--- src/sv/hsfp_pkg.sv ---
// Package with the types, constants and CRC function of the heater status frame parser.
`default_nettype none

package hsfp_pkg;

  // Frame layout and length limits.
  localparam int unsigned HeadBytes   = 18;
  localparam int unsigned PosWidth    = 6;
  localparam int unsigned CrcSpan     = 31;
  localparam int unsigned CrcSubLow   = 29;
  localparam int unsigned CrcSubHigh  = 30;
  localparam int unsigned MinLen      = 8;
  localparam int unsigned BasicLen    = 18;
  localparam int unsigned ExtendedLen = 32;

  localparam logic [PosWidth-1:0] PosMax = 6'd63;

  // Byte codes of the frame.
  localparam logic [7:0] HeaderByte  = 8'hAA;
  localparam logic [7:0] ModeBasic   = 8'h55;
  localparam logic [7:0] ModeVariant = 8'h66;
  localparam logic [7:0] ModeExt     = 8'h88;

  // Modbus CRC16 constants.
  localparam logic [15:0] CrcInit = 16'hFFFF;
  localparam logic [15:0] CrcPoly = 16'hA001;

  typedef logic [7:0] byte_t;

  typedef enum logic [2:0] {
    FS_ACCEPTED     = 3'd0,
    FS_TOO_SHORT    = 3'd1,
    FS_BAD_HEADER   = 3'd2,
    FS_UNKNOWN      = 3'd3,
    FS_CRC_MISMATCH = 3'd4
  } frame_status_t;

  typedef enum logic [1:0] {
    LM_NONE     = 2'd0,
    LM_BASIC    = 2'd1,
    LM_EXTENDED = 2'd2,
    LM_VARIANT  = 2'd3
  } link_mode_t;

  // View of the current frame as the verdict logic sees it.
  typedef struct packed {
    logic [PosWidth-1:0]       pos;
    byte_t [HeadBytes-1:0]     head;
    logic [15:0]               crc;
    logic [15:0]               tail_word;
  } frame_view_t;

  // One verdict.
  typedef struct packed {
    frame_status_t      status;
    link_mode_t         mode;
    logic               heater_on;
    byte_t              heater_state;
    byte_t              fault_code;
    byte_t              heater_stage;
    byte_t              power_level;
    logic [15:0]        altitude;
    logic [15:0]        supply_tenths;
    logic signed [15:0] case_temperature;
    logic signed [15:0] cabin_temperature;
  } verdict_t;

  // Reflected CRC16 update over one byte, one bit per step.
  function automatic logic [15:0] crc_byte(input logic [15:0] crc, input byte_t b);
    logic [15:0] c;
    c = crc ^ {8'h00, b};
    for (int k = 0; k < 8; k++) begin
      if (c[0]) begin
        c = (c >> 1) ^ CrcPoly;
      end else begin
        c = c >> 1;
      end
    end
    return c;
  endfunction

endpackage

`default_nettype wire

--- src/sv/hsfp_if.sv ---
// Valid/ready channel interfaces for input bytes and frame verdicts.
`default_nettype none

interface hsfp_in_if;
  logic       valid;
  logic       ready;
  logic [7:0] rx_byte;
  logic       end_of_frame;

  modport source (output valid, output rx_byte, output end_of_frame, input ready);
  modport sink   (input valid, input rx_byte, input end_of_frame, output ready);
endinterface

interface hsfp_out_if;
  logic               valid;
  logic               ready;
  logic [2:0]         frame_status;
  logic [1:0]         link_mode;
  logic               heater_on;
  logic [7:0]         heater_state;
  logic [7:0]         fault_code;
  logic [7:0]         heater_stage;
  logic [7:0]         power_level;
  logic [15:0]        altitude;
  logic [15:0]        supply_tenths;
  logic signed [15:0] case_temperature;
  logic signed [15:0] cabin_temperature;

  modport source (
    output valid, output frame_status, output link_mode, output heater_on,
    output heater_state, output fault_code, output heater_stage, output power_level,
    output altitude, output supply_tenths, output case_temperature,
    output cabin_temperature, input ready
  );
  modport sink (
    input valid, input frame_status, input link_mode, input heater_on,
    input heater_state, input fault_code, input heater_stage, input power_level,
    input altitude, input supply_tenths, input case_temperature,
    input cabin_temperature, output ready
  );
endinterface

`default_nettype wire

--- src/sv/hsfp_capture.sv ---
// Frame capture: byte position, stored header and trailer bytes, running CRC.
`default_nettype none

module hsfp_capture (
  input  wire logic                 clk,
  input  wire logic                 rst_n,
  input  wire logic                 step,
  input  wire hsfp_pkg::byte_t      rx_byte,
  input  wire logic                 last,
  output hsfp_pkg::frame_view_t     view
);

  logic [hsfp_pkg::PosWidth-1:0] pos_r;
  logic [hsfp_pkg::PosWidth-1:0] pos_nxt;
  logic [15:0]                   crc_r;
  logic [15:0]                   crc_nxt;
  hsfp_pkg::byte_t               head_r [hsfp_pkg::HeadBytes];
  logic [15:0]                   tail_r;
  hsfp_pkg::byte_t               crc_in;

  // Bytes 29 and 30 enter the CRC as copies of bytes 2 and 3.
  always_comb begin
    if (pos_r == hsfp_pkg::PosWidth'(hsfp_pkg::CrcSubLow)) begin
      crc_in = head_r[2];
    end else if (pos_r == hsfp_pkg::PosWidth'(hsfp_pkg::CrcSubHigh)) begin
      crc_in = head_r[3];
    end else begin
      crc_in = rx_byte;
    end
  end

  // Position and CRC restart after the last byte of a frame.
  always_comb begin
    pos_nxt = pos_r;
    crc_nxt = crc_r;
    if (step) begin
      if (last) begin
        pos_nxt = '0;
        crc_nxt = hsfp_pkg::CrcInit;
      end else begin
        if (pos_r != hsfp_pkg::PosMax) begin
          pos_nxt = pos_r + 1'b1;
        end
        if (pos_r < hsfp_pkg::PosWidth'(hsfp_pkg::CrcSpan)) begin
          crc_nxt = hsfp_pkg::crc_byte(crc_r, crc_in);
        end
      end
    end
  end

  always_ff @(posedge clk) begin
    if (!rst_n) begin
      pos_r <= '0;
      crc_r <= hsfp_pkg::CrcInit;
    end else begin
      pos_r <= pos_nxt;
      crc_r <= crc_nxt;
    end
  end

  // Store the header bytes and the CRC word bytes at their positions.
  always_ff @(posedge clk) begin
    if (step) begin
      for (int i = 0; i < int'(hsfp_pkg::HeadBytes); i++) begin
        if (pos_r == hsfp_pkg::PosWidth'(i)) begin
          head_r[i] <= rx_byte;
        end
      end
      if (pos_r == hsfp_pkg::PosWidth'(hsfp_pkg::CrcSubLow)) begin
        tail_r[7:0] <= rx_byte;
      end
      if (pos_r == hsfp_pkg::PosWidth'(hsfp_pkg::CrcSubHigh)) begin
        tail_r[15:8] <= rx_byte;
      end
    end
  end

  // The byte now in hand overrides the stored copy at its own position.
  always_comb begin
    view.pos       = pos_r;
    view.crc       = crc_r;
    view.tail_word = tail_r;
    for (int i = 0; i < int'(hsfp_pkg::HeadBytes); i++) begin
      view.head[i] = (pos_r == hsfp_pkg::PosWidth'(i)) ? rx_byte : head_r[i];
    end
  end

endmodule

`default_nettype wire

--- src/sv/heater_status_frame_parser_unit.sv ---
// Top level of the heater status frame parser: input register, verdict logic, result register.
// The result register takes the verdict when the frame's last byte leaves the input register.
// The parser takes one byte per cycle, as the capture stage folds a whole byte into the CRC at once;
// bytes keep flowing while a verdict waits; only a last byte stalls behind a held verdict.
// Reset clears both valid flags, the byte position and the accepted mode, and sets the CRC to
// 0xFFFF; stored frame bytes are not cleared.
`default_nettype none

module heater_status_frame_parser_unit (
  input  wire logic  clk,
  input  wire logic  rst_n,
  hsfp_in_if.sink    in_ch,
  hsfp_out_if.source out_ch
);

  logic                  a_valid_r;
  logic                  a_valid_nxt;
  hsfp_pkg::byte_t       a_byte_r;
  logic                  a_last_r;
  logic                  a_fire;
  logic                  in_xfer;

  logic                  out_valid_r;
  logic                  out_valid_nxt;
  hsfp_pkg::verdict_t    res_r;
  hsfp_pkg::verdict_t    res_nxt;
  hsfp_pkg::link_mode_t  mode_r;
  hsfp_pkg::link_mode_t  mode_nxt;

  hsfp_pkg::frame_view_t view;
  logic [15:0]           crc_swapped;

  // A byte leaves the input register unless it ends a frame and the result is held.
  assign a_fire      = a_valid_r && (!a_last_r || !out_valid_r || out_ch.ready);
  assign in_ch.ready = !a_valid_r || a_fire;
  assign in_xfer     = in_ch.valid && in_ch.ready;

  always_comb begin
    a_valid_nxt = a_valid_r;
    if (in_xfer) begin
      a_valid_nxt = 1'b1;
    end else if (a_fire) begin
      a_valid_nxt = 1'b0;
    end
  end

  always_ff @(posedge clk) begin
    if (!rst_n) begin
      a_valid_r <= 1'b0;
    end else begin
      a_valid_r <= a_valid_nxt;
    end
  end

  always_ff @(posedge clk) begin
    if (in_xfer) begin
      a_byte_r <= in_ch.rx_byte;
      a_last_r <= in_ch.end_of_frame;
    end
  end

  hsfp_capture u_capture (
    .clk     (clk),
    .rst_n   (rst_n),
    .step    (a_fire),
    .rx_byte (a_byte_r),
    .last    (a_last_r),
    .view    (view)
  );

  assign crc_swapped = {view.crc[7:0], view.crc[15:8]};

  // Verdict on the frame that the byte in hand completes.
  always_comb begin
    res_nxt        = '0;
    res_nxt.status = hsfp_pkg::FS_ACCEPTED;
    mode_nxt       = mode_r;
    if (view.pos < hsfp_pkg::PosWidth'(hsfp_pkg::MinLen - 1)) begin
      res_nxt.status = hsfp_pkg::FS_TOO_SHORT;
    end else if (view.head[0] != hsfp_pkg::HeaderByte) begin
      res_nxt.status = hsfp_pkg::FS_BAD_HEADER;
    end else if (view.head[1] == hsfp_pkg::ModeBasic &&
                 view.pos >= hsfp_pkg::PosWidth'(hsfp_pkg::BasicLen - 1)) begin
      mode_nxt                  = hsfp_pkg::LM_BASIC;
      res_nxt.heater_state      = view.head[3];
      res_nxt.fault_code        = view.head[4];
      res_nxt.heater_stage      = view.head[5];
      res_nxt.power_level       = view.head[9];
      res_nxt.altitude          = {view.head[7], view.head[6]};
      res_nxt.supply_tenths     = {view.head[12], view.head[11]};
      res_nxt.case_temperature  = signed'({view.head[14], view.head[13]});
      res_nxt.cabin_temperature = signed'({view.head[16], view.head[15]});
    end else if (view.head[1] == hsfp_pkg::ModeVariant &&
                 view.pos >= hsfp_pkg::PosWidth'(hsfp_pkg::BasicLen - 1)) begin
      mode_nxt             = hsfp_pkg::LM_VARIANT;
      res_nxt.heater_state = view.head[3];
      res_nxt.fault_code   = view.head[17];
      res_nxt.heater_stage = view.head[5];
    end else if (view.head[1] == hsfp_pkg::ModeExt &&
                 view.pos >= hsfp_pkg::PosWidth'(hsfp_pkg::ExtendedLen - 1)) begin
      if (crc_swapped != view.tail_word) begin
        res_nxt.status = hsfp_pkg::FS_CRC_MISMATCH;
      end else begin
        mode_nxt             = hsfp_pkg::LM_EXTENDED;
        res_nxt.heater_state = view.head[3];
        res_nxt.fault_code   = view.head[4];
        res_nxt.power_level  = view.head[9];
      end
    end else begin
      res_nxt.status = hsfp_pkg::FS_UNKNOWN;
    end
    res_nxt.mode      = mode_nxt;
    res_nxt.heater_on = (res_nxt.heater_state != '0);
  end

  // Result register, loaded when a last byte leaves the input register.
  always_comb begin
    out_valid_nxt = out_valid_r;
    if (a_fire && a_last_r) begin
      out_valid_nxt = 1'b1;
    end else if (out_ch.ready) begin
      out_valid_nxt = 1'b0;
    end
  end

  always_ff @(posedge clk) begin
    if (!rst_n) begin
      out_valid_r <= 1'b0;
      mode_r      <= hsfp_pkg::LM_NONE;
    end else begin
      out_valid_r <= out_valid_nxt;
      if (a_fire && a_last_r) begin
        mode_r <= mode_nxt;
      end
    end
  end

  always_ff @(posedge clk) begin
    if (a_fire && a_last_r) begin
      res_r <= res_nxt;
    end
  end

  // Drive the result channel.
  assign out_ch.valid             = out_valid_r;
  assign out_ch.frame_status      = res_r.status;
  assign out_ch.link_mode         = res_r.mode;
  assign out_ch.heater_on         = res_r.heater_on;
  assign out_ch.heater_state      = res_r.heater_state;
  assign out_ch.fault_code        = res_r.fault_code;
  assign out_ch.heater_stage      = res_r.heater_stage;
  assign out_ch.power_level       = res_r.power_level;
  assign out_ch.altitude          = res_r.altitude;
  assign out_ch.supply_tenths     = res_r.supply_tenths;
  assign out_ch.case_temperature  = res_r.case_temperature;
  assign out_ch.cabin_temperature = res_r.cabin_temperature;

endmodule

`default_nettype wire

--- src/flat_wrapper.sv ---
// flat-port wrapper written by rule: the top's interface ports become plain ports
module heater_status_frame_parser_unit_flat 
  (clk, rst_n, in_ch_valid, in_ch_rx_byte, in_ch_end_of_frame, in_ch_ready, out_ch_valid, out_ch_frame_status, out_ch_link_mode, out_ch_heater_on, out_ch_heater_state, out_ch_fault_code, out_ch_heater_stage, out_ch_power_level, out_ch_altitude, out_ch_supply_tenths, out_ch_case_temperature, out_ch_cabin_temperature, out_ch_ready);
  hsfp_in_if in_ch_i ();
  hsfp_out_if out_ch_i ();
  input  wire logic clk;
  input  wire logic rst_n;
  input wire logic [$bits(in_ch_i.valid)-1:0] in_ch_valid;
  input wire logic [$bits(in_ch_i.rx_byte)-1:0] in_ch_rx_byte;
  input wire logic [$bits(in_ch_i.end_of_frame)-1:0] in_ch_end_of_frame;
  output wire logic [$bits(in_ch_i.ready)-1:0] in_ch_ready;
  output wire logic [$bits(out_ch_i.valid)-1:0] out_ch_valid;
  output wire logic [$bits(out_ch_i.frame_status)-1:0] out_ch_frame_status;
  output wire logic [$bits(out_ch_i.link_mode)-1:0] out_ch_link_mode;
  output wire logic [$bits(out_ch_i.heater_on)-1:0] out_ch_heater_on;
  output wire logic [$bits(out_ch_i.heater_state)-1:0] out_ch_heater_state;
  output wire logic [$bits(out_ch_i.fault_code)-1:0] out_ch_fault_code;
  output wire logic [$bits(out_ch_i.heater_stage)-1:0] out_ch_heater_stage;
  output wire logic [$bits(out_ch_i.power_level)-1:0] out_ch_power_level;
  output wire logic [$bits(out_ch_i.altitude)-1:0] out_ch_altitude;
  output wire logic [$bits(out_ch_i.supply_tenths)-1:0] out_ch_supply_tenths;
  output wire logic [$bits(out_ch_i.case_temperature)-1:0] out_ch_case_temperature;
  output wire logic [$bits(out_ch_i.cabin_temperature)-1:0] out_ch_cabin_temperature;
  input wire logic [$bits(out_ch_i.ready)-1:0] out_ch_ready;
  assign in_ch_i.valid = in_ch_valid;
  assign in_ch_i.rx_byte = in_ch_rx_byte;
  assign in_ch_i.end_of_frame = in_ch_end_of_frame;
  assign in_ch_ready = in_ch_i.ready;
  assign out_ch_valid = out_ch_i.valid;
  assign out_ch_frame_status = out_ch_i.frame_status;
  assign out_ch_link_mode = out_ch_i.link_mode;
  assign out_ch_heater_on = out_ch_i.heater_on;
  assign out_ch_heater_state = out_ch_i.heater_state;
  assign out_ch_fault_code = out_ch_i.fault_code;
  assign out_ch_heater_stage = out_ch_i.heater_stage;
  assign out_ch_power_level = out_ch_i.power_level;
  assign out_ch_altitude = out_ch_i.altitude;
  assign out_ch_supply_tenths = out_ch_i.supply_tenths;
  assign out_ch_case_temperature = out_ch_i.case_temperature;
  assign out_ch_cabin_temperature = out_ch_i.cabin_temperature;
  assign out_ch_i.ready = out_ch_ready;
  heater_status_frame_parser_unit u_core (.clk(clk), .rst_n(rst_n), .in_ch(in_ch_i), .out_ch(out_ch_i));
endmodule
--- config.mk ---
export PLATFORM = sky130hd
export DESIGN_NAME = heater_status_frame_parser_unit_flat
export DESIGN_NICKNAME = d
export VERILOG_FILES = /design/src/sv/hsfp_pkg.sv /design/src/sv/hsfp_if.sv /design/src/sv/hsfp_capture.sv /design/src/sv/heater_status_frame_parser_unit.sv /design/src/flat_wrapper.sv
export SDC_FILE = /design/constraint.sdc
export NUM_CORES = 1
export LEC_CHECK = 0
export BUFFER_PORTS_ARGS = -buffer_cell sky130_fd_sc_hd__buf_4
export CAP_MARGIN = 10
export CORE_ASPECT_RATIO = 1.5
export CORE_MARGIN = 1
export CORE_UTILIZATION = 59
export CTS_BUF_LIST = sky130_fd_sc_hd__clkbuf_8 sky130_fd_sc_hd__clkbuf_16
export DETAILED_ROUTE_END_ITERATION = 8
export GPL_ROUTABILITY_DRIVEN = 0
export PLACE_DENSITY = 0.82
export SLEW_MARGIN = 20
export SYNTH_ARGS = -nofsm -noshare
export SYNTH_HDL_FRONTEND = slang
export SYNTH_SLANG_ARGS = --single-unit
--- constraint.sdc ---
create_clock -name clk -period 4.23 [get_ports clk]
set_input_delay 0.423 -clock clk [delete_from_list [all_inputs] [get_ports clk]]
set_output_delay 0.423 -clock clk [all_outputs]
set_load 0.01 [all_outputs]
==> results, run 1 <==
- For the finished layout, the period the worst path requires is 3300 ps.
- The sequential power share is 56.6%.
- The switching power is approximately 1.1 mW.
- At the later pin of the worst-skew pair, clock insertion delay measures between 500 and 600 ps.
- The post-detailed-route DRC marker count is 0.
- In the synthesized netlist the dominant register cell turns out to be sky130_fd_sc_hd__edfxtp_1.
- The mapped netlist covers 11700 sq um.
- The critical path's most frequent cell is sky130_fd_sc_hd__a211o_1.
- The I/O pin total is 117.
- For this run, the register share of the synthesized area comes to between 60% and 70%.
- The area growth from synthesis to layout is 15.8%.
- Net switching is about a fifth of the power.
- The final hold slack is 84.6 ps.
- Sorting the synthesized cells by how often they occur yields sky130_fd_sc_hd__edfxtp_1, sky130_fd_sc_hd__nand2_1, sky130_fd_sc_hd__a21oi_1.
- In this run the mean area of a mapped cell was 13.3 sq um.
- The sum of routed wire length over all layers is 24300 microns.
- The worst path buffer plus inverter count is 1.
- By area the synthesized netlist is led by sky130_fd_sc_hd__edfxtp_1, sky130_fd_sc_hd__mux2i_1, sky130_fd_sc_hd__dfxtp_1, sky130_fd_sc_hd__nand2_1, sky130_fd_sc_hd__a21oi_1.
- Counting the fill cells in the layout gives approximately 1300.
- The worst setup skew after layout is between 15 and 20 ps.
- The cell class contributing the biggest share of worst-path delay is compound AO/OA/AOI/OAI gates.
- The maximum number of pins on one net before global-route repair is 73.
- The via count normalized by instance count is 6.04.
- The cell type with the highest aggregate area in the netlist is sky130_fd_sc_hd__edfxtp_1.
- The final-layout setup total negative slack is 0 ps.
- The number of synthesized flops with an enable pin is between 200 and 300.
- The path type of the worst setup path is register to register.
- The die is 174 microns tall.
- After layout, the worst path uses 77.9% of the clock period.
- The total of flip-flops plus latches after synthesis is 281.
- The final hold violation count is 0.
- The relative max-transition margin is a little over two fifths.
- The final number of max-transition violations is 0.
- The via count of the first global-routing pass is between 7000 and 8000.
- The post-route netlist has 18.6% of its cells at a drive strength greater than 1.
- Synthesis instantiated 65 different standard cells from the library.
- Once the floorplan was initialized, standard cells occupied 60.7% of the core.
- After clock tree synthesis, the repair step resized 0 gates.
- The number of buffer cells added on primary ports is 116.
- Clock-pin slew was measured on the worst setup and hold paths at about 70 ps.
- The type of origin of the critical path is a register.
- Counting along the longest clock path gives a buffer depth of 3.
- The sequential cell area in the final layout is between 8000 and 9000 sq um.
- Of all nets on the critical path, the largest fanout is 20.
- The number of cells produced by synthesis is 881.
- The maximum level of the CTS H-tree is 1.
- Yosys printed 0 warnings.
- The synthesized net count is 899.
- The site row count is 62.
- The maximum operating frequency is a little over 0.3 GHz.
- Buffers added to address setup during post-CTS repair amount to 0.
- The critical path data arrival time is 3660 ps.
- In this run, CTS created clock tree buffers numbering 25.
- The die outline width is 117 microns.
- The transition time of the tightest slew-check pin is 863 ps.
- In this run the standard cell core region covers 19200 sq um.
- On the worst path, the slowest cell contributes a delay of ~540 ps.
- The clock net in this run drives a total of 281 sinks.
- The number of setup violations in the final report is 0.
- In this run the power density over the cells is 400 nW/um^2.
- The number of nets in the layout is 1000.
- After synthesis, the share of flip-flops with an asynchronous set or reset is 0%.
- The critical path goes through inv_1 -> ha_1 -> nor2b_1 -> a32oi_1 -> a31o_1 -> a211o_1 -> a211o_1 -> a22oi_1 -> a31o_2 -> o211ai_2.
- Of the total power, the clock network draws 39.2%.
- Setup repair after global routing left no endpoint under its margin.
- The total routing resource utilization after global routing is 24.5%.
- The multi-input combinational cell area is 3220 sq um.
- Detailed placement ended at an HPWL of roughly 15000 microns.
- The detailed router placed 7578 vias in this run.
- The most common cell in the netlist is sky130_fd_sc_hd__edfxtp_1.
- The cell sitting at the root of the clock tree is a sky130_fd_sc_hd__clkbuf_16.
- The number of antenna repair diodes is 0.
- In this run, the number of DRC markers left after iteration 0 of detailed routing was 817.
- After global routing the overflow that remains totals 0.
- The first-pass GRT wire length is between 30000 and 40000 microns.
- The top-area cell type share of the netlist area is 65.5%.
- Hold repair after CTS inserted 0 buffers.
- For this design, the slowest cell found on the critical path is sky130_fd_sc_hd__nor2b_1.
- The leakage power of the design is between 5 and 6 nW.
- The CTS tree is done.
- The final antenna-violating net count is 0.
- STA classifies the critical path endpoint as a register.
- The count of TritonRoute iterations in the first routing pass is 9.
- The initial antenna violation count is 0.
- The part of the power in combinational logic is 4.1%.
- The design internal power is 4.31 mW.
- The die footprint is between 20000 and 25000 sq um.
- For the worst setup path, the data required time is 4590 ps.
- The run finished with clean final reports.
- Max-cap violations in this run came to 0.
- The routed wire length per instance is about 19 microns.
- The worst vdd rail ir drop is 370 uV.
- The tightest min-delay check is of the primary input to register type.
==> path summary, 6_finish.rpt <==
| path | slack (ps) | end | cells after the start | from |
|---|---|---|---|---|
| hold reg to reg | 510 | u_core.mode_r[0] | 2 | u_core.mode_r[0] |
| setup reg to reg | 930 | u_core.u_capture.crc_r[15] | 10 | u_core.u_capture.pos_r[1] |
| hold / removal | 80 | u_core.a_byte_r[7] | 1 | in_ch_rx_byte[7] |
| setup / recovery | 930 | u_core.u_capture.crc_r[15] | 10 | u_core.u_capture.pos_r[1] |
==> through the flow <==
stage	total power, mW	utilization (%)	instance area [sq um]	instances	setup WS (ps)
global placement	3.34	66.4	12800	1211	1200
CTS	5.43	70.3	13500	1255	1020
global route	5.55	70.3	13500	1255	772
floorplan	3.27	-	11700	881	474
detailed placement	3.35	66.4	12800	1211	1050
finish	5.42	70.3	13500	1255	933
==> power groups by stage <==
stage | registers (mW) | logic [mW] | clock network, mW
after CTS | 3.07 | 0.223 | 2.14
after detailed placement | 3.13 | 0.222 | 0
after floorplan | 3.13 | 0.138 | 0
after global routing | 3.07 | 0.241 | 2.24
after global placement | 3.13 | 0.216 | 0
final | 3.07 | 0.223 | 2.13
==> flip-flops by register name, summed over array words and instances, names as in the netlist, 3 cells and up <==
name / flops
u_core.out_ch.heater_state: 8
u_core.out_ch.cabin_temperature: 16
u_core.u_capture.pos_r: 6
u_core.u_capture.tail_r: 16
u_core.u_capture.head_r: 128
u_core.out_ch.case_temperature: 16
u_core.u_capture.crc_r: 16
u_core.out_ch.fault_code: 8
u_core.out_ch.power_level: 8
u_core.out_ch.altitude: 16
u_core.out_ch.supply_tenths: 16
u_core.out_ch.frame_status: 3
u_core.a_byte_r: 8
u_core.out_ch.heater_stage: 8
==> placed cells by master (no fill, tap or decap), drive strengths merged, types with 8 or more instances in the layout <==
master  instances
o22ai          12
nand3          63
xnor2          19
dfxtp          26
inv            14
and2           10
mux2i          54
clkbuf         25
edfxtp        255
nand2         122
a32oi           8
a21oi          63
nand4          14
buf           136
nor2           56
==> layer usage <==
metal / track usage [%] / up-vias / wire, microns
met1: 32.5 / 3614 / 9290
li1: - / 3488 / -
met4: 10.0 / 0 / 833
met3: 2.75 / 69 / 1890
met2: 40.8 / 407 / 12200
met5: 0 / - / 0
==> cell type report <==
cell class              count  area share, %
clock buffers              25           4.62
clock inverters            19           1.06
repair buffers            136           7.54
inverters                   5          0.157
multi-input cells         533           23.8
flip-flops and latches    281           60.4
well taps                 256           2.37
==> cell families (layout without fill, tap and decap cells) <==
kind of cell	count (synthesis)	count (layout)	synth area share [%]
AND/OR/NAND/NOR	320	320	13.4
flip-flops	281	281	70.0
AO/OA/AOI/OAI	129	129	7.09
buffers and inverters	67	185	2.48
multiplexers	55	55	4.72
XOR/XNOR	24	24	1.80
adder cells (fa/ha/maj)	5	5	0.535
Power figures use the tool's default switching activity.
==> run 2, diff against run 1 <==
--- a/config.mk
+++ b/config.mk
@@ -9,11 +9,11 @@
 export CAP_MARGIN = 10
 export CORE_ASPECT_RATIO = 1.5
 export CORE_MARGIN = 1
-export CORE_UTILIZATION = 59
+export CORE_UTILIZATION = 53
 export CTS_BUF_LIST = sky130_fd_sc_hd__clkbuf_8 sky130_fd_sc_hd__clkbuf_16
 export DETAILED_ROUTE_END_ITERATION = 8
 export GPL_ROUTABILITY_DRIVEN = 0
-export PLACE_DENSITY = 0.82
+export PLACE_DENSITY = 0.78
 export SLEW_MARGIN = 20
 export SYNTH_ARGS = -nofsm -noshare
 export SYNTH_HDL_FRONTEND = slang
==> constraint.sdc (replaced) <==
create_clock -name clk -period 2.8 [get_ports clk]
set_input_delay 0.28 -clock clk [delete_from_list [all_inputs] [get_ports clk]]
set_output_delay 0.28 -clock clk [all_outputs]
set_load 0.01 [all_outputs]
==> run 2 against run 1 <==
- critical path depth is 1 higher
- power is 52% higher
- sequential share of layout area is 1.9 points lower
- final cell count is 5.0% higher
- flip-flop and latch count stayed put
- design area is 3.4% higher
- die area is 11% higher
- clock skew is 5.9 ps lower
- global-route usage is 1.5 points lower
- clock power is 51% higher
- hold slack worse by 51 ps
- critical endpoint is now u_core.out_ch.fault_code[1]
- largest cell class unchanged
- largest power group unchanged
- highest routed layer unchanged
==> results, run 2 (synthesized netlist as in run 1, its figures left out) <==
- In this run the critical register-to-register path is launched from u_core.u_capture.pos_r[1].
- The worst setup path is launched from a register.
- The path type of the worst setup path is register to register.
- The peak fanout along the critical path is 16.
- The total CTS buffers is 24.
- The critical path's most frequent cell is sky130_fd_sc_hd__a21oi_1.
- The HPWL after detailed placement is 16800 microns.
- The biggest cell delay along the critical path is 600 ps.
- Across all layers, the routed design uses ~7800 vias.
- Setup repair after global routing could not meet its margin everywhere.
- The register ranked first by flip-flop count is u_core.u_capture.head_r.
- At the pin with the least slew margin, the transition time is 883 ps.
- The final antenna-violating net count is 0.
- In the final layout, the multi-input gates occupy 3260 sq um.
- Setup violations remaining at the end of the flow were counted as 0.
- The flow ran to the end, and the final reports show no timing, DRC or antenna violations.
- The initial antenna violation count is 0.
- CTS built an H-tree with a depth of 1.
- The required time reported for the critical path endpoint is 3060 ps.
- The sum of routed wire length over all layers is 25700 microns.
- The first global-routing pass estimated approximately 40000 microns of wire.
- The via count of the first global-routing pass is approximately 7600.
- The clock period could shrink to 2690 ps.
- Across the run, the number of max-cap violations was 0.
- The final number of max-transition violations is 0.
- Cells with a size suffix above 1 make up 22.5% of the layout.
- The floorplan has 66 rows.
- The critical path capture point type is a register.
- The floorplan step defined a die boundary enclosing 22700 sq um.
- The commonest non-fill, non-tap cell in the layout is sky130_fd_sc_hd__edfxtp_1.
- The clock sink count is 281.
- After detailed routing, the average wire length per cell comes to slightly below 20 microns.
- In this run, the number of DRC markers left after iteration 0 of detailed routing was 820.
- The share of the clock period used by the worst path is 95.9%.
- After layout, the worst setup slack is around 110 ps.
- The tightest hold path in the finished design has a slack of 34.1 ps.
- For this run, the top clock speed supported by timing is 0.372 GHz.
- In the routed design, unresolved DRC markers number 0.
- The cell area after placement is 13100 sq um.
- The sequential cells in the finished layout cover a total of around 8000 sq um.
- The count of TritonRoute iterations in the first routing pass is 5.
- The maximum number of pins on one net before global-route repair is 67.
- In this run the clock root is driven by a sky130_fd_sc_hd__clkbuf_16.
- The clock slew seen by the registers of the worst setup and hold paths is approximately 70 ps.
- The register with the most flip-flops in the layout has 128 of them.
- Clock latency on the worst-skew pair, taken at its later pin, is about 530 ps.
- The power density over cell area is 588 nW/um^2.
- Global routing finished with a remaining overflow of 0.
- The fraction of the core area covered by cells at the end of the flow is 64.7%.
- The initial cell density of the core is 54.0%.
- The CTS tree is done.
- The critical path data arrival time is 2950 ps.
- The master of the slowest instance on the critical path is sky130_fd_sc_hd__or4b_2.
- The final design instance area without fill is 14000 sq um.
- The total power of the final layout is 8.23 mW.
- The final hold violation count came to 0.
- The number of inserted filler cells in the final layout is 1530.
- Compared with the post-synthesis result, the final layout area differs by 19.7%.
- For the final database, setup skew stands at 12.8 ps.
- In this run the worst setup path begins at u_core.u_capture.pos_r[1].
- The I/O pin total is 117.
- In this run the worst hold path is classified as primary input to register.
- The critical path goes through inv_1 -> ha_2 -> buf_4 -> or4b_2 -> a21oi_1 -> a21oi_1 -> nand3_1 -> nand2b_2 -> and2_1 -> buf_6 -> o22ai_1.
- The worst pin sits at a relative slew slack of 40.9%.
- For this run, the post-layout net count is approximately 1000.
- VDD sags by at most 482 uV.
- The maximum clock insertion buffer count is 3.
- The total routing resource utilization after global routing is between 20% and 30%.
- The critical hold path startpoint is rst_n.
- The post-placement setup slack is -44.0 ps.
- The vertical die dimension is between 150 and 200 microns.
- The library cells used most frequently in the layout, excluding fill and tap cells, are sky130_fd_sc_hd__edfxtp_1, sky130_fd_sc_hd__buf_4, sky130_fd_sc_hd__nand2_1.
- The number of antenna repair diodes is 0.
- The area of the core region is approximately 22000 sq um.
- The die outline width is 123 microns.
- The analysis attributes to cell leakage a power of 5.55 nW.
- The number of buffer cells added on primary ports is 116.
- Dividing the detail-routed via count by the number of cells gives about 5.9.
-- run 2: changes by cell type in the layout (fill, tap and decap cells not counted), moves of 2 or more --
cell / delta
sky130_fd_sc_hd__inv_1: -2
sky130_fd_sc_hd__nor2b_4: +2
sky130_fd_sc_hd__nor2b_1: -2
sky130_fd_sc_hd__dlygate4sd3_1: +9
sky130_fd_sc_hd__dfxtp_1: -4
sky130_fd_sc_hd__ha_2: +2
sky130_fd_sc_hd__clkinv_2: +2
sky130_fd_sc_hd__buf_12: +2
sky130_fd_sc_hd__buf_4: +35
sky130_fd_sc_hd__dfxtp_2: +4
sky130_fd_sc_hd__ha_1: -2
-- run 2: area by class of cell --
cell class,instances,share of cell area [%]
inverter,5,0.161
clock inverter,19,0.966
timing repair buffer,183,10.2
sequential,281,58.5
multi-input combinational,533,23.3
tap,272,2.43
clock buffer,25,4.47
-- run 2: power by group --
group | switching (mW) | total (mW) | internal, mW | leakage, nW
clock | 1.42 | 3.22 | 1.80 | 0.404
combinational | 0.240 | 0.376 | 0.136 | 2.42
sequential | 0.0323 | 4.63 | 4.59 | 2.73
total | 1.70 | 8.23 | 6.53 | 5.55
-- run 2: repair_timing --
item,4_1_cts,5_1_grt
setup buffers,0,1
cloned,0,0
hold buffers,9,0
endpoints found under the hold margin,9,0
endpoints found under the setup margin,2,18
resized for setup,2,9
-- run 2: stage by stage --
step | TNS [ps] | std cells
after floorplan | -6700 | 881
after global placement | 0 | 1264
after detailed placement | -57.2 | 1264
after CTS | 0 | 1317
after global routing | -13.6 | 1318
final | 0 | 1318
-- run 2: final timing paths --
kind	to	slack, ps	cells after the start
max	u_core.out_ch.fault_code[1]	110	11
min	u_core.u_capture.crc_r[7]	30	2
max reg2reg	u_core.out_ch.fault_code[1]	110	11
min reg2reg	u_core.mode_r[0]	480	2
-- run 2: per-layer routing --
| metal | track usage [%] | wire, microns |
|---|---|---|
| met1 | 27.7 | 9540 |
| met2 | 40.2 | 13200 |
| met3 | 2.98 | 1880 |
| met4 | 10.7 | 1120 |
| met5 | 0 | 0 |
-- run 2: worst max-delay path, delay by kind of cell, from the launching register on --
family | cells | cell delay [ps]
and+or+nand+nor | 4 | 990
DFF | 1 | 380
buffers and inverters | 3 | 460
adders and majority gates | 1 | 240
AOI/OAI and AO/OA | 3 | 350
